**src/rtl/assert_macros.svh**
```systemverilog
// assertion macros used by ntt_transform_engine_top
// each macro expands to nothing when SYNTHESIS is defined
`ifndef ASSERT_MACROS_SVH
`define ASSERT_MACROS_SVH
`ifndef SYNTHESIS
`define NTT_ASSERT(lbl, prop, msg) \
  lbl: assert property (@(posedge clk) disable iff (rst) prop) else $error(msg);
`define NTT_ASSERT_NEXT(lbl, trig, cons, msg) \
  lbl: assert property (@(posedge clk) disable iff (rst) (trig) |=> (cons)) else $error(msg);
`else
`define NTT_ASSERT(lbl, prop, msg)
`define NTT_ASSERT_NEXT(lbl, trig, cons, msg)
`endif
`endif

```
**src/rtl/ntt_pkg.sv**
```systemverilog
// constants, codes and twiddle tables for the ntt engine
// no dependencies
`default_nettype none
package ntt_pkg;

  localparam int COEFF_W = 30;
  localparam logic [COEFF_W-1:0] NTT_P = 30'd998244353;
  localparam logic [COEFF_W-1:0] NTT_G = 30'd3;
  localparam int MUL_STEPS = 30;
  localparam int ROOT_N = 23;
  localparam int CFG_IDX_W = 1;
  localparam int CFG_DATA_W = 4;
  localparam logic [3:0] LOG_RESET = 4'd10;

  localparam logic OP_LOAD = 1'b0;
  localparam logic OP_READ = 1'b1;

  localparam logic [CFG_IDX_W-1:0] REG_INVERSE = 1'b0;
  localparam logic [CFG_IDX_W-1:0] REG_LOG_SIZE = 1'b1;

  typedef logic [COEFF_W-1:0] root_tbl_t [0:ROOT_N-1];
  typedef logic [COEFF_W-1:0] ninv_tbl_t [0:ROOT_N];

  typedef struct packed {
    logic busy;
    logic done;
  } mul_stat_t;

  // shift-and-add modular product, operands already reduced
  function automatic logic [COEFF_W-1:0] mul_const(logic [COEFF_W-1:0] a,
                                                   logic [COEFF_W-1:0] b);
    logic [COEFF_W:0] acc;
    acc = '0;
    for (int k = COEFF_W - 1; k >= 0; k--) begin
      acc = {acc[COEFF_W-1:0], 1'b0};
      if (acc >= {1'b0, NTT_P}) acc = acc - {1'b0, NTT_P};
      if (b[k]) acc = acc + {1'b0, a};
      if (acc >= {1'b0, NTT_P}) acc = acc - {1'b0, NTT_P};
    end
    return acc[COEFF_W-1:0];
  endfunction

  function automatic logic [COEFF_W-1:0] pow_const(logic [COEFF_W-1:0] b,
                                                   logic [COEFF_W-1:0] e);
    logic [COEFF_W-1:0] r;
    logic [COEFF_W-1:0] bb;
    r = 30'd1;
    bb = b;
    for (int k = 0; k < COEFF_W; k++) begin
      if (e[k]) r = mul_const(r, bb);
      bb = mul_const(bb, bb);
    end
    return r;
  endfunction

  // stage s has half-span 2^s, step root 3^((p-1)/2^(s+1)), inverted for the inverse table
  function automatic root_tbl_t make_roots(logic inv);
    root_tbl_t t;
    logic [COEFF_W-1:0] st;
    for (int s = 0; s < ROOT_N; s++) begin
      st = pow_const(NTT_G, (NTT_P - 30'd1) >> (s + 1));
      if (inv) st = pow_const(st, NTT_P - 30'd2);
      t[s] = st;
    end
    return t;
  endfunction

  function automatic ninv_tbl_t make_ninv();
    ninv_tbl_t t;
    for (int l = 0; l <= ROOT_N; l++) begin
      t[l] = pow_const(COEFF_W'(1) << l, NTT_P - 30'd2);
    end
    return t;
  endfunction

  localparam root_tbl_t ROOT_FWD = make_roots(1'b0);
  localparam root_tbl_t ROOT_INV = make_roots(1'b1);
  localparam ninv_tbl_t NINV = make_ninv();

endpackage
`default_nettype wire

```
**src/rtl/ntt_mulmod.sv**
```systemverilog
// bit-serial modular multiplier mod 998244353, one bit of b per cycle
// depends on ntt_pkg; operands must already be reduced
`default_nettype none
module ntt_mulmod (
  input  wire logic                    clk,
  input  wire logic                    rst,
  input  wire logic                    start,
  input  wire logic [ntt_pkg::COEFF_W-1:0] a,
  input  wire logic [ntt_pkg::COEFF_W-1:0] b,
  output ntt_pkg::mul_stat_t           stat,
  output logic [ntt_pkg::COEFF_W-1:0]  result
);
  import ntt_pkg::*;

  localparam int SW = $clog2(MUL_STEPS);

  logic [COEFF_W-1:0] acc, a_r, b_r;
  logic [SW-1:0] cnt;
  logic busy, done;
  logic [COEFF_W:0] dbl, sum;
  logic [COEFF_W-1:0] dbl_red, sum_red;

  // acc = 2*acc + bit*a, reduced after each add
  always_comb begin
    dbl = {acc, 1'b0};
    dbl_red = (dbl >= {1'b0, NTT_P}) ? COEFF_W'(dbl - {1'b0, NTT_P}) : COEFF_W'(dbl);
    sum = {1'b0, dbl_red} + (b_r[COEFF_W-1] ? {1'b0, a_r} : '0);
    sum_red = (sum >= {1'b0, NTT_P}) ? COEFF_W'(sum - {1'b0, NTT_P}) : COEFF_W'(sum);
  end

  always_ff @(posedge clk) begin
    if (rst) begin
      busy <= 1'b0;
      done <= 1'b0;
      cnt  <= '0;
    end else begin
      done <= 1'b0;
      if (start) begin
        busy <= 1'b1;
        cnt  <= '0;
        acc  <= '0;
        a_r  <= a;
        b_r  <= b;
      end else if (busy) begin
        acc <= sum_red;
        b_r <= {b_r[COEFF_W-2:0], 1'b0};
        if (cnt == SW'(MUL_STEPS - 1)) begin
          busy <= 1'b0;
          done <= 1'b1;
        end else begin
          cnt <= cnt + SW'(1);
        end
      end
    end
  end

  assign stat.busy = busy;
  assign stat.done = done;
  assign result = acc;
endmodule
`default_nettype wire

```
**config.mk**
```make
export PLATFORM = sky130hd
export DESIGN_NAME = ntt_mulmod
export DESIGN_NICKNAME = d
export VERILOG_FILES = /design/src/rtl/assert_macros.svh /design/src/rtl/ntt_pkg.sv /design/src/rtl/ntt_mulmod.sv
export SDC_FILE = /design/constraint.sdc
export NUM_CORES = 1
export LEC_CHECK = 0
export BUFFER_PORTS_ARGS = -buffer_cell sky130_fd_sc_hd__buf_2
export CAP_MARGIN = 20
export CORE_UTILIZATION = 35
export DETAILED_ROUTE_END_ITERATION = 10
export PLACE_DENSITY = 0.57
export SLEW_MARGIN = 20
export SYNTH_ARGS = -nofsm -noshare
export SYNTH_HDL_FRONTEND = slang
export SYNTH_SLANG_ARGS = --single-unit
```
**constraint.sdc**
```tcl
create_clock -name clk -period 14.6 [get_ports clk]
set_input_delay 2.92 -clock clk [delete_from_list [all_inputs] [get_ports clk]]
set_output_delay 2.92 -clock clk [all_outputs]
set_load 0.005 [all_outputs]
```
# --- After elaboration in Yosys (flattened, before gate mapping) ---
# Index checks and enable logic that the tools add are counted.
classes:
  n_shift: 0
  div: 0
  n_mux: 10
  n_addsub: 4
  n_eq_ne: 1
  n_reduce_logical: 6
  multipliers: 0
  bitwise: 3
  order_cmp: 2
op_table:
  columns: ["operator", "count"]
  rows:
  - ["2-to-1 mux 30 bit", 6]
  - ["greater-or-equal comparator 31 x 30 -> 1 bit (second input constant)", 2]
  - ["subtractor 30 bit (second input constant)", 2]
  - ["adder 30 x 30 -> 31 bit", 1]
  - ["AND reduction 2 bit", 3]
  - ["adder 5 x 1 -> 5 bit (second input constant)", 1]
  - ["equality test 5 bit (second input constant)", 1]
  - ["2-to-1 mux 1 bit", 4]
  - ["inverter 1 bit", 3]
  - ["OR reduction 3 bit", 1]
  - ["nonzero test 2 bit", 1]
  - ["OR reduction 2 bit", 1]
word_totals:
  memories: 0
  out_inout_bits: 32
  register_bits: 97
  rom_bits: 0
  elab_cells: 32
  in_bits: 63
  ram_bits: 0
  latchBits: 0

# --- Logic depth before layout (Yosys ltp) ---
# Gate-level depths: netlist of run 1.
depth:
  ltp_word: 6
  depth_mapped: 28
  ltp_nobuf: 24

# --- Worst setup path before layout of run 1 ---
# OpenSTA, ideal clock, no wires.
synth_timing:
  kind: "input to register"
  start: "input start"
  end: "register b_r[0], enable pin"
  arrival_ps: 6105
  setup_ps: 478
  stages: 4
  setup_slack_ps: 8017
  required_time_ps: 14122
  path_buffers: 2
  path_cell_list: "clkbuf_1 -> clkbuf_1 -> nor2_1 -> nor2_1"
synth_via:
  elab_chain_len: 2
synth_rtl:
  columns: ["element", "line_no", "text"]
  rows:
  - ["start: declaration", "ntt_mulmod.sv:7", "input wire logic start,"]
  - ["nonzero test 2 bit (no source line)", null, null]
  - ["AND reduction 2 bit (no source line)", null, null]
  - ["end signal: assignment", "ntt_mulmod.sv:46", "b_r <= {b_r[COEFF_W-2:0], 1'b0};"]
  - ["end: declaration", "ntt_mulmod.sv:17", "logic [COEFF_W-1:0] acc, a_r, b_r;"]
# Every way passes these cells.
# A chain may end at the register's enable or synchronous reset.

# --- Final worst setup path of run 1 ---
layout_timing:
  start: "register acc[6] (netlist: result[6])"
  end: "register acc[18] (netlist: result[18]) (data pin)"
layout_via:
  elab_chain_len: 6
  elab_cells_between_ends: 8
  classes_between: "add/sub: 3; order compare: 2; mux: 3"
layout_rtl:
  columns: ["element", "line_no", "text"]
  rows:
  - ["start: declaration", "ntt_mulmod.sv:17", null]
  - ["start signal: assignment", "ntt_mulmod.sv:45", "acc <= sum_red;"]
  - ["subtractor 30 bit / greater-or-equal comparator 31 x 30 -> 1 bit (equally long branches)", "ntt_mulmod.sv:26", "dbl_red = (dbl >= {1'b0, NTT_P}) ? COEFF_W'(dbl - {1'b0, NTT_P}) : COEFF_W'(dbl);"]
  - ["2-to-1 mux 30 bit (*)", "ntt_mulmod.sv:26", null]
  - ["adder 30 x 30 -> 31 bit (*)", "ntt_mulmod.sv:27", "sum = {1'b0, dbl_red} + (b_r[COEFF_W-1] ? {1'b0, a_r} : '0);"]
  - ["subtractor 30 bit / greater-or-equal comparator 31 x 30 -> 1 bit (equally long branches)", "ntt_mulmod.sv:28", "sum_red = (sum >= {1'b0, NTT_P}) ? COEFF_W'(sum - {1'b0, NTT_P}) : COEFF_W'(sum);"]
  - ["2-to-1 mux 30 bit (*)", "ntt_mulmod.sv:28", null]
  - ["2-to-1 mux 30 bit (*)", "ntt_mulmod.sv:44", "end else if (busy) begin"]
# Mark *: on every way between the ends. The rest lies on a longest branch, timed or not. The select of a mux whose other input is x is not followed.

==> out/summary.txt, run 1 <==
OUTCOME
------------------------------------------------------------------------------------
Outcome ............................................................... complete, no violations

CELLS AND AREA
------------------------------------------------------------------------------------
Area added between synthesis and finish ...............................       14.71%
Post-route cell area ..................................................   7884 sq um
Most common library cell in the layout ignoring fill and taps ......... sky130_fd_sc_hd__buf_2
Final Net Count .......................................................          853
Fraction of layout cells with a size suffix above 1 ...................       22.92%
Final core area utilization ...........................................       41.59%
Most used cells in the layout excluding fill and tap cells ............ sky130_fd_sc_hd__buf_2 (94), sky130_fd_sc_hd__edfxtp_1 (90), sky130_fd_sc_hd__a21oi_1 (56)
Diode count ...........................................................            0

SYNTH
------------------------------------------------------------------------------------
Post-synthesis xor/xnor area fraction .................................       7.118%
Largest area contributor in the synthesized netlist ................... sky130_fd_sc_hd__edfxtp_1
Net count after synthesis .............................................          775
Cell area after synthesis .............................................   6873 sq um
Count of flip-flops with a built-in enable after synthesis ............           90
Post-synthesis sequential area ratio ..................................       41.36%
Simple-gate portion of the synthesized area ...........................       19.39%
Mean post-synth cell area .............................................  10.17 sq um
Top cells by area in the synthesized netlist .......................... sky130_fd_sc_hd__edfxtp_1 (39%), sky130_fd_sc_hd__ha_1 (6.4%), sky130_fd_sc_hd__mux2_2 (4.8%)
Post-synthesis compound-gate area fraction ............................       17.29%
Synth warnings ........................................................            0
Primary flip-flop cell chosen by synthesis mapping .................... sky130_fd_sc_hd__edfxtp_1
Multiplexer share of the synthesized area .............................       5.188%
Share of flip-flops with an asynchronous set or reset after synthesis .           0%
Area share of the largest cell type after synthesis ...................       39.32%
Synthesis-stage register bit count ....................................           97
Synthesized-area fraction occupied by adder cells .....................       6.663%
Instance count of the mapped netlist ..................................          676
Number of distinct library cells after synthesis ......................           78
Largest family of logic cells by synthesized area ..................... simple AND/OR/NAND/NOR gates

TIMING
------------------------------------------------------------------------------------
Hold_ws ...............................................................    0.4778 ns
Setup violators final .................................................            0
Number of failing hold endpoints at the final stage ...................            0
Fin. max-slew vios ....................................................            0
Final worst clock skew ................................................   0.01308 ns
Final total negative setup slack ......................................         0 ns
Final worst path period need ..........................................     7.849 ns
Highest attainable clock frequency ....................................    127.4 MHz
Share of the clock period used by the worst path ......................       53.76%
Unrepaired setup endpoints after global routing .......................        false
Relative slew slack ...................................................       35.86%
Worst Max-Slew Pin Slew ...............................................    0.9601 ns

SETUP PATH
------------------------------------------------------------------------------------
Worst-case register-to-register setup slack ...........................      6.75 ns
Highest fanout seen on the critical path ..............................           29
R2r endpoint .......................................................... result[18]$_SDFFCE_PP0P_
Worst setup path category .............................................   reg -> reg
Number of cells traversed by the worst register-to-register path ......           24
Startpoint Class ......................................................     register
Endpoint required time on the critical path ...........................     14.82 ns
Nature of the critical path endpoint ..................................     register
FF-to-FF Start ........................................................ result[6]$_SDFFCE_PP0P_
Data arrival, critical path ...........................................      8.07 ns

DRT
------------------------------------------------------------------------------------
Number of detailed-route iterations in the first pass .................            5
Via Count .............................................................        5,417
Violation count after the first detailed-routing iteration ............          232
Antenna viol nets, final ..............................................            0
Total length of routed wires ..........................................     17.12 mm
Avg WL per Cell .......................................................     16.80 um
Final routed DRC violation total ......................................            0
Via count normalized by instance count ................................        5.316

GLOBAL ROUTE
------------------------------------------------------------------------------------
Overall fraction of global-route tracks in use ........................       17.42%
Via count of the first global-routing pass ............................        5,294
Antenna violations before repair ......................................            0
Maximum number of pins on one net before global-route repair ..........           65
Wire length of the first global-routing pass ..........................     27.32 mm
Grt total ovfl ........................................................            0

FLOORPLAN
------------------------------------------------------------------------------------
Core region area ...................................................... 18,960 sq um
I/O pin cnt ...........................................................           95
Floorplan die height ..................................................     142.1 um
Area enclosed by the die boundary ..................................... 20,200 sq um
Die W .................................................................     142.1 um
Initial core utilization ..............................................       36.26%
Placement row count ...................................................           50

CTS
------------------------------------------------------------------------------------
CTS clk-pin slew, worst paths .........................................      0.09 ns
Hold buffer count at cts ..............................................            0
Clock root cell ....................................................... sky130_fd_sc_hd__clkbuf_16
H-tree Lvls ...........................................................            3
Clock latency at the later pin of the worst-skew pair .................      0.37 ns
Buffer count from post-CTS setup fixing ...............................            0
Clock buffer depth ....................................................            2
Number of clock sinks .................................................           97
TritonCTS clock tree ..................................................          yes
Number of CTS-inserted buffers ........................................            9
Post-cts sizing count .................................................            0

PLACE
------------------------------------------------------------------------------------
Placer's final routability congestion estimate ........................       0.8486
Placed Instance Area ..................................................   7557 sq um
Sum of net half-perimeters after detailed placement ...................     12.54 mm
IO Port Bufs ..........................................................           94

FLOW RUN
------------------------------------------------------------------------------------
Max Cap Violations ....................................................            0

POWER
------------------------------------------------------------------------------------
Power density cells ................................................... 130.5 nW/um^2
Leak Pwr ..............................................................     2.974 nW
Worst vdd ir ..........................................................   0.06327 mV

WORST HOLD PATH
------------------------------------------------------------------------------------
Launch instance of the worst min-delay path ........................... busy$_SDFF_PP0_
Kind of path behind the tightest hold check ...........................   reg -> reg
Hold Path Stages ......................................................            2
WHS Endpoint .......................................................... done$_SDFF_PP0_

==> worst max-delay path, stage by stage (launching register included) <==
cell                        delay (ns)
sky130_fd_sc_hd__edfxtp_1         0.46
sky130_fd_sc_hd__nor4_1           0.77
sky130_fd_sc_hd__and2_1           0.31
sky130_fd_sc_hd__nand2_1          0.10
sky130_fd_sc_hd__or3_1            0.39
sky130_fd_sc_hd__or2_1            0.28
sky130_fd_sc_hd__a41oi_1          0.27
sky130_fd_sc_hd__nor2_1           0.14
sky130_fd_sc_hd__a21oi_4          0.33
sky130_fd_sc_hd__inv_2            0.16
sky130_fd_sc_hd__nand3_1          0.23
sky130_fd_sc_hd__nor3b_1          0.10
sky130_fd_sc_hd__xor2_1           0.15
sky130_fd_sc_hd__ha_1             0.38
sky130_fd_sc_hd__a21oi_1          0.27
sky130_fd_sc_hd__o21bai_1         0.12
sky130_fd_sc_hd__a221oi_2         0.45
sky130_fd_sc_hd__a31oi_2          0.20
sky130_fd_sc_hd__a221oi_1         0.52
sky130_fd_sc_hd__o21bai_1         0.14
sky130_fd_sc_hd__xor2_1           0.36
sky130_fd_sc_hd__o2111ai_2        0.24
sky130_fd_sc_hd__o21a_1           0.56
sky130_fd_sc_hd__or4_1            0.60
sky130_fd_sc_hd__a21oi_1          0.16
==> stage by stage <==
stage                     total power [W]  setup WS [ns]  cells
after floorplan                 0.0006771          8.017    676
after global placement          0.0007728          6.925   1003
after detailed placement        0.0007731          6.831   1003
after CTS                        0.001037          6.803   1019
after global routing             0.001096          6.158   1019
final                            0.001029          6.751   1019
==> flip-flops by register name (all words and copies together), names as in the netlist <==
name    cells
cnt         5
done        1
result     30
b_r        30
busy        1
a_r        30
==> power breakdown <==
| part | switching, W | internal, W |
|---|---|---|
| Sequential | 0.0000200 | 0.000339 |
| Clock | 0.000133 | 0.000126 |
| Combinational | 0.000256 | 0.000155 |
==> cells by family (layout without fill, tap and decap cells) <==
kind of cell | after synthesis | count (layout)
simple gates | 246 | 246
compound gates | 165 | 165
flops | 97 | 97
xor+xnor | 55 | 55
buf+inv | 45 | 128
fa+ha+maj | 36 | 36
mux | 32 | 32
==> synthesized netlist by cell type (3+ instances only) <==
cell type                   n
sky130_fd_sc_hd__o31a_1     3
sky130_fd_sc_hd__nor3_1    11
sky130_fd_sc_hd__nor2b_1    3
sky130_fd_sc_hd__nor4_1     7
sky130_fd_sc_hd__o211ai_1   4
sky130_fd_sc_hd__dfxtp_1    7
sky130_fd_sc_hd__xnor2_1   31
sky130_fd_sc_hd__o21a_1     3
sky130_fd_sc_hd__inv_1     14
sky130_fd_sc_hd__clkbuf_1  15
sky130_fd_sc_hd__o31ai_1    4
sky130_fd_sc_hd__nand2b_1   4
sky130_fd_sc_hd__a31o_1     3
sky130_fd_sc_hd__buf_4      3
sky130_fd_sc_hd__edfxtp_1  90
sky130_fd_sc_hd__and4b_1    3
sky130_fd_sc_hd__xor2_1    23
sky130_fd_sc_hd__ha_1      35
sky130_fd_sc_hd__o21ai_2    3
sky130_fd_sc_hd__nand2_1   46
sky130_fd_sc_hd__a21oi_1   56
sky130_fd_sc_hd__and3_1     7
sky130_fd_sc_hd__a31o_2     3
sky130_fd_sc_hd__a211oi_1   5
sky130_fd_sc_hd__nand4_1   17
sky130_fd_sc_hd__nand3b_1   3
sky130_fd_sc_hd__mux2i_1    3
sky130_fd_sc_hd__o21ai_0   19
sky130_fd_sc_hd__nand4b_1   6
sky130_fd_sc_hd__o21ai_1   12
sky130_fd_sc_hd__buf_2      6
sky130_fd_sc_hd__or3_1     11
sky130_fd_sc_hd__nor3b_1    4
sky130_fd_sc_hd__o21bai_1   7
sky130_fd_sc_hd__and2_1    38
sky130_fd_sc_hd__or4_1      4
sky130_fd_sc_hd__mux2_2    29
sky130_fd_sc_hd__and4_1     3
sky130_fd_sc_hd__nand3_1   19
sky130_fd_sc_hd__nor2_1    49
sky130_fd_sc_hd__a21o_1    13
==> per-layer routing <==
metal / vias up / track usage [%] / wire [um]
li1: 2692 / - / -
met1: 2585 / 22.79 / 8179
met2: 126 / 28.69 / 7886
met3: 14 / 3.937 / 810
met4: 0 / 4.980 / 242
met5: - / 0 / 0
==> cell type report <==
type	instances	area [sq um]
Clock buffer	9	225.2
Clock inverter	7	101.3
Fill cell	1874	11070
Inverter	15	56.30
Multi-Input combinational cell	534	3840
Sequential cell	97	2843
Tap cell	260	325.3
Timing Repair Buffer	97	493.0
==> worst max-delay path by stage <==
stage                            startpoint                  endpoint  slack (ns)  depth (start not counted)
floorplan                             start      b_r[0]$_SDFFCE_PN0P_        8.02                          4
global placement    result[7]$_SDFFCE_PP0P_  result[14]$_SDFFCE_PP0P_        6.93                         24
detailed placement  result[7]$_SDFFCE_PP0P_  result[18]$_SDFFCE_PP0P_        6.83                         24
CTS                 result[7]$_SDFFCE_PP0P_  result[18]$_SDFFCE_PP0P_        6.80                         24
global route        result[6]$_SDFFCE_PP0P_  result[18]$_SDFFCE_PP0P_        6.16                         24
finish              result[6]$_SDFFCE_PP0P_  result[18]$_SDFFCE_PP0P_        6.75                         24
No activity file was read; power rests on OpenSTA's default activity.
==> run 2, diff against run 1 <==
- ABC_AREA: not set -> 1
- PLACE_DENSITY: 0.57 -> 0.58
- clock period: 14.6 -> 6.8 ns (I/O delays scaled with it)
==> out/summary.txt, run 2 <==
CTS
------------------------------------------------------------------------------------
Post-cts sizing count .................................................            0
TritonCTS clock tree ..................................................          yes
Clock root cell ....................................................... sky130_fd_sc_hd__clkbuf_16
Number of clock sinks .................................................           97
Hold buffer count at cts ..............................................            0
Clock buffer depth ....................................................            2
Buffer count from post-CTS setup fixing ...............................            0
CTS clk-pin slew, worst paths .........................................      0.08 ns
H-tree Lvls ...........................................................            3
Number of CTS-inserted buffers ........................................            9
Clock latency at the later pin of the worst-skew pair .................      0.37 ns

POWER
------------------------------------------------------------------------------------
Worst vdd ir ..........................................................    0.1102 mV
Leak Pwr ..............................................................     4.986 nW
Net Sw Frac ...........................................................       44.52%
Int Power .............................................................   0.001285 W
Clock power frac ......................................................        23.6%
Register share of total power .........................................        32.9%
Overall Power .........................................................   0.002317 W
Power density cells ................................................... 242.4 nW/um^2
Power spent charging and discharging nets .............................   0.001032 W
Proportion of power drawn by combinational gates ......................        43.5%

DRT
------------------------------------------------------------------------------------
Via Count .............................................................        8,400
Total length of routed wires ..........................................     25.79 mm
Antenna viol nets, final ..............................................            0
Avg WL per Cell .......................................................     14.90 um
Final routed DRC violation total ......................................            0
Number of detailed-route iterations in the first pass .................            5
Violation count after the first detailed-routing iteration ............          715
Via count normalized by instance count ................................        4.853

GLOBAL ROUTE
------------------------------------------------------------------------------------
Maximum number of pins on one net before global-route repair ..........           61
Grt total ovfl ........................................................            0
Overall fraction of global-route tracks in use ........................       21.47%
Antenna violations before repair ......................................            0
Via count of the first global-routing pass ............................        7,755
Wire length of the first global-routing pass ..........................     40.04 mm

FLOW RUN
------------------------------------------------------------------------------------
Max Cap Violations ....................................................            0

SYNTH
------------------------------------------------------------------------------------
Synth warnings ........................................................            0
Mean post-synth cell area .............................................  6.397 sq um
Largest family of logic cells by synthesized area ..................... simple AND/OR/NAND/NOR gates
Share of flip-flops with an asynchronous set or reset after synthesis .           0%
Post-synthesis compound-gate area fraction ............................       5.590%
Number of distinct library cells after synthesis ......................           40
Multiplexer share of the synthesized area .............................           0%
Top cells by area in the synthesized netlist .......................... sky130_fd_sc_hd__edfxtp_1 (32%), sky130_fd_sc_hd__nand2_1 (22%), sky130_fd_sc_hd__inv_1 (9.0%)
Primary flip-flop cell chosen by synthesis mapping .................... sky130_fd_sc_hd__edfxtp_1
Post-synthesis sequential area ratio ..................................       33.69%
Most numerous cell types in the synthesized netlist ................... sky130_fd_sc_hd__nand2_1 (501), sky130_fd_sc_hd__inv_1 (202), sky130_fd_sc_hd__nor2_1 (138)
Simple-gate portion of the synthesized area ...........................       40.66%
Post-synthesis xor/xnor area fraction .................................       3.114%
Synthesis-stage register bit count ....................................           97
Largest area contributor in the synthesized netlist ................... sky130_fd_sc_hd__edfxtp_1
Synthesized-area fraction occupied by adder cells .....................       5.427%
Net count after synthesis .............................................        1,418
Top-count cell post-synth ............................................. sky130_fd_sc_hd__nand2_1
Instance count of the mapped netlist ..................................        1,319
Cell area after synthesis .............................................   8438 sq um
Area share of the largest cell type after synthesis ...................       32.03%
Count of flip-flops with a built-in enable after synthesis ............           90

TIMING
------------------------------------------------------------------------------------
Highest attainable clock frequency ....................................    169.7 MHz
Final worst path period need ..........................................     5.892 ns
Fin. max-slew vios ....................................................            0
Share of the clock period used by the worst path ......................       86.65%
Number of failing hold endpoints at the final stage ...................            0
Worst Max-Slew Pin Slew ...............................................     1.000 ns
Unrepaired setup endpoints after global routing .......................        false
Relative slew slack ...................................................       33.17%
Final total negative setup slack ......................................         0 ns
Final worst clock skew ................................................  0.009921 ns
Setup violators final .................................................            0

PLACE
------------------------------------------------------------------------------------
Sum of net half-perimeters after detailed placement ...................     20.45 mm
IO Port Bufs ..........................................................           94
Placer's final routability congestion estimate ........................       0.9054

SETUP PATH
------------------------------------------------------------------------------------
Worst setup path category .............................................   reg -> reg
Nature of the critical path endpoint ..................................     register
Cell family with most CP delay ........................................ simple AND/OR/NAND/NOR gates
Crit path depth .......................................................           33
Startpoint Class ......................................................     register
Critical-path cell with the highest stage delay ....................... sky130_fd_sc_hd__nor2_1
Data arrival, critical path ...........................................      6.10 ns
Number of cells traversed by the worst register-to-register path ......           33
Endpoint required time on the critical path ...........................      7.01 ns
Maximum cell stage delay along the critical path ......................      0.67 ns
Top cell by count, worst path ......................................... sky130_fd_sc_hd__nor2_1
Highest fanout seen on the critical path ..............................           12
Buffering stage count on the worst path with inverters included .......            5

WORST HOLD PATH
------------------------------------------------------------------------------------
Hold Path Stages ......................................................            2
Kind of path behind the tightest hold check ...........................   reg -> reg

CELLS AND AREA
------------------------------------------------------------------------------------
Final Net Count .......................................................        1,506
Fraction of layout cells with a size suffix above 1 ...................       12.39%
Fillers ...............................................................        2,554
Most used cells in the layout excluding fill and tap cells ............ sky130_fd_sc_hd__nand2_1 (501), sky130_fd_sc_hd__inv_1 (202), sky130_fd_sc_hd__nor2_1 (137)
Diode count ...........................................................            0
Area added between synthesis and finish ...............................       13.27%
Most common library cell in the layout ignoring fill and taps ......... sky130_fd_sc_hd__nand2_1

FLOORPLAN
------------------------------------------------------------------------------------
I/O pin cnt ...........................................................           95
Area enclosed by the die boundary ..................................... 24,730 sq um
Placement row count ...................................................           56
Core region area ...................................................... 23,540 sq um
Die W .................................................................     157.3 um
Initial core utilization ..............................................       35.84%
Floorplan die height ..................................................     157.3 um

OUTCOME
------------------------------------------------------------------------------------
Outcome ............................................................... complete, no violations

[run 2: changes by cell type in the layout (fill, tap and decap cells not counted), moves of 29 or more]
cell / before / now
sky130_fd_sc_hd__mux2_2: 29 / 0
sky130_fd_sc_hd__nor2_1: 48 / 137
sky130_fd_sc_hd__nand3_1: 19 / 105
sky130_fd_sc_hd__and2_1: 38 / 1
sky130_fd_sc_hd__nand2_1: 46 / 501
sky130_fd_sc_hd__inv_1: 14 / 202
[run 2: path summary, 6_finish.rpt]
path	start	end	slack [ns]
max	result[1]$_SDFFCE_PP0P_	result[20]$_SDFFCE_PP0P_	0.91
min	cnt[3]$_SDFFE_PP0P_	cnt[3]$_SDFFE_PP0P_	0.47
min reg2reg	cnt[3]$_SDFFE_PP0P_	cnt[3]$_SDFFE_PP0P_	0.47
max reg2reg	result[1]$_SDFFCE_PP0P_	result[20]$_SDFFCE_PP0P_	0.91
[run 2: kinds of logic after synthesis]
family / Yosys count
simple gates: 821
flops: 97
fa+ha+maj: 36
compound gates: 85
buf+inv: 250
xor+xnor: 30
[run 2: layer usage]
layer	GRT usage (%)	wire (um)	up-vias	part of all wire, %
li1	-	-	4297	-
met1	29.19	11820	3783	46
met2	34.53	11570	277	45
met3	3.139	1649	43	6.4
met4	7.628	742	0	2.9
met5	0	0	-	0
[run 2: layout make-up]
type	instances	area, sq um	share of cell area, %
multi-input combinational	972	4642	48.57
timing repair buffer	100	515.5	5.393
clock buffer	9	225.2	2.356
clock inverter	7	81.33	0.8509
inverter	227	852.1	8.915
sequential	97	2843	29.74
tap	319	399.1	4.176
[run 2: power by group through the flow]
stage	combinational [W]	clock [W]	sequential, W
after floorplan	0.000719	0	0.000764
after detailed placement	0.000991	0	0.000776
after CTS	0.000997	0.000558	0.000763
after global placement	0.000987	0	0.000777
final	0.00101	0.000546	0.000763
after global routing	0.00113	0.000577	0.000769
[run 2: stage by stage]
stage          utilization, %  setup WS [ns]  hold WS [ns]  std cells  cell area, sq um
2_1_floorplan               -          1.449        0.4384       1319              8438
3_3_place_gp            39.30          1.078        0.4520       1715              9251
3_5_place_dp            39.30         0.9936        0.4611       1715              9251
4_1_cts                 40.60         0.9503        0.4722       1731              9558
5_1_grt                 40.60         0.3240        0.4952       1731              9558
6_report                40.60         0.9081        0.4686       1731              9558
[run 2: tightest hold or removal path: stages (launching register included)]
cell                      delay, ns
sky130_fd_sc_hd__dfxtp_1       0.32
sky130_fd_sc_hd__inv_1         0.06
sky130_fd_sc_hd__a21oi_1       0.05
==> run 3, diff against run 2 <==
- CORE_UTILIZATION: 35 -> 37
- CTS_BUF_LIST: not set -> sky130_fd_sc_hd__clkbuf_8 sky130_fd_sc_hd__clkbuf_16
- PLACE_DENSITY: 0.58 -> 0.61
==> out/summary.txt, run 3 (synthesis results as in run 2) <==
DRT
----------------------------------------------------------------------------
Final routed DRC violation total ..............................            0
Violation count after the first detailed-routing iteration ....          663
Number of detailed-route iterations in the first pass .........            6
Avg WL per Cell ...............................................     14.82 um
Via count normalized by instance count ........................        4.936
Via Count .....................................................        8,347
Total length of routed wires ..................................     25.06 mm
Antenna viol nets, final ......................................            0

PLACE
----------------------------------------------------------------------------
Placed Instance Area ..........................................   9220 sq um
Cell total after placement ....................................        1,675
Sum of net half-perimeters after detailed placement ...........     20.16 mm
IO Port Bufs ..................................................           94
Placer's final routability congestion estimate ................       0.9388

CTS
----------------------------------------------------------------------------
Hold buffer count at cts ......................................            0
Clock buffer depth ............................................            2
Post-cts sizing count .........................................            0
TritonCTS clock tree ..........................................          yes
Number of CTS-inserted buffers ................................            9
Clock latency at the later pin of the worst-skew pair .........      0.37 ns
Buffer count from post-CTS setup fixing .......................            0
Clock root cell ............................................... sky130_fd_sc_hd__clkbuf_16
CTS clk-pin slew, worst paths .................................      0.09 ns
Number of clock sinks .........................................           97
H-tree Lvls ...................................................            3

SETUP PATH
----------------------------------------------------------------------------
Nature of the critical path endpoint ..........................     register
Startpoint Class ..............................................     register
Worst-case register-to-register setup slack ...................      0.90 ns
Data arrival, critical path ...................................      6.02 ns
Maximum cell stage delay along the critical path ..............      0.38 ns
Worst setup path category .....................................   reg -> reg
Endpoint required time on the critical path ...................      6.93 ns
Highest fanout seen on the critical path ......................           35
Top cell by count, worst path ................................. sky130_fd_sc_hd__nand2_1
Critical-path cell with the highest stage delay ............... sky130_fd_sc_hd__ha_1

FLOORPLAN
----------------------------------------------------------------------------
Floorplan die height ..........................................     153.0 um
Die W .........................................................     153.0 um
I/O pin cnt ...................................................           95
Area enclosed by the die boundary ............................. 23,410 sq um
Initial core utilization ......................................       38.19%
Placement row count ...........................................           54
Core region area .............................................. 22,090 sq um

WORST HOLD PATH
----------------------------------------------------------------------------
Kind of path behind the tightest hold check ...................   reg -> reg

FLOW RUN
----------------------------------------------------------------------------
Max Cap Violations ............................................            0

TIMING
----------------------------------------------------------------------------
Final worst path period need ..................................     5.895 ns
Worst Max-Slew Pin Slew .......................................     1.064 ns
Highest attainable clock frequency ............................    169.6 MHz
Number of failing hold endpoints at the final stage ...........            0
Relative slew slack ...........................................       28.93%
Final total negative setup slack ..............................         0 ns
Share of the clock period used by the worst path ..............       86.70%
Unrepaired setup endpoints after global routing ...............        false
Fin. max-slew vios ............................................            0
Setup violators final .........................................            0
Final worst clock skew ........................................   0.01430 ns

CELLS AND AREA
----------------------------------------------------------------------------
Final Net Count ...............................................        1,505
Final cell count without fillers ..............................        1,691
Post-route cell area ..........................................   9547 sq um
Fillers .......................................................        2,380
Fraction of layout cells with a size suffix above 1 ...........       12.33%
Area added between synthesis and finish .......................       13.14%
Diode count ...................................................            0
Most common library cell in the layout ignoring fill and taps . sky130_fd_sc_hd__nand2_1
Most used cells in the layout excluding fill and tap cells .... sky130_fd_sc_hd__nand2_1 (501), sky130_fd_sc_hd__inv_1 (202), sky130_fd_sc_hd__nor2_1 (137)

GLOBAL ROUTE
----------------------------------------------------------------------------
Grt total ovfl ................................................            0
Wire length of the first global-routing pass ..................     40.17 mm
Antenna violations before repair ..............................            0
Via count of the first global-routing pass ....................        8,123
Overall fraction of global-route tracks in use ................       21.99%
Maximum number of pins on one net before global-route repair ..           44

OUTCOME
----------------------------------------------------------------------------
Outcome ....................................................... complete, no violations

POWER
----------------------------------------------------------------------------
Power density cells ........................................... 244.6 nW/um^2
Leak Pwr ......................................................     4.995 nW
Worst vdd ir ..................................................    0.1177 mV

-- run 3: metrics by stage --
step	power (W)	worst slack (ns)	hold slack (ns)	util, %
5_1_grt	0.002495	0.3603	0.5074	43.21
2_1_floorplan	0.001483	1.449	0.4384	-
6_report	0.002335	0.9046	0.4664	43.21
4_1_cts	0.002330	0.9524	0.4672	43.21
3_3_place_gp	0.001760	1.090	0.4503	41.73
3_5_place_dp	0.001768	0.9816	0.4534	41.73
-- run 3: worst paths after layout --
kind	from	to	cells past startpoint
max	result[0]$_SDFFCE_PP0P_	result[1]$_SDFFCE_PP0P_	34
min reg2reg	cnt[3]$_SDFFE_PP0P_	cnt[3]$_SDFFE_PP0P_	2
min	cnt[3]$_SDFFE_PP0P_	cnt[3]$_SDFFE_PP0P_	2
max reg2reg	result[0]$_SDFFCE_PP0P_	result[1]$_SDFFCE_PP0P_	34
-- run 3: final cells by class --
| cell class | count | area (sq um) | share of cell area, % |
|---|---|---|---|
| Multi-Input combinational cell | 972 | 4642 | 48.62 |
| Sequential cell | 97 | 2843 | 29.78 |
| Inverter | 227 | 852.1 | 8.925 |
| Timing Repair Buffer | 99 | 533.0 | 5.583 |
| Tap cell | 280 | 350.3 | 3.670 |
| Clock buffer | 9 | 225.2 | 2.359 |
| Clock inverter | 7 | 101.3 | 1.062 |
-- run 3: layer usage --
metal	up-vias	GRT usage (%)	wire (um)
met2	259	36.94	11560
met4	0	7.263	579
met5	-	0	0
li1	4290	-	-
met1	3756	29.07	11550
met3	42	3.034	1374
-- run 3: report_power, final --
group	total (W)	switching [W]	internal, W
Clock	0.000561	0.000290	0.000271
Combinational	0.00101	0.000707	0.000306
Sequential	0.000761	0.0000404	0.000721
Total	0.00234	0.00104	0.00130
-- run 3: worst max-delay path, delay by kind of cell (launching register included) --
family	cells	cell delay, ns
AND/OR/NAND/NOR	22	3.21
buffers and inverters	7	1.06
adder cells (fa/ha/maj)	2	0.60
AO/OA/AOI/OAI	3	0.40
flip-flops	1	0.37
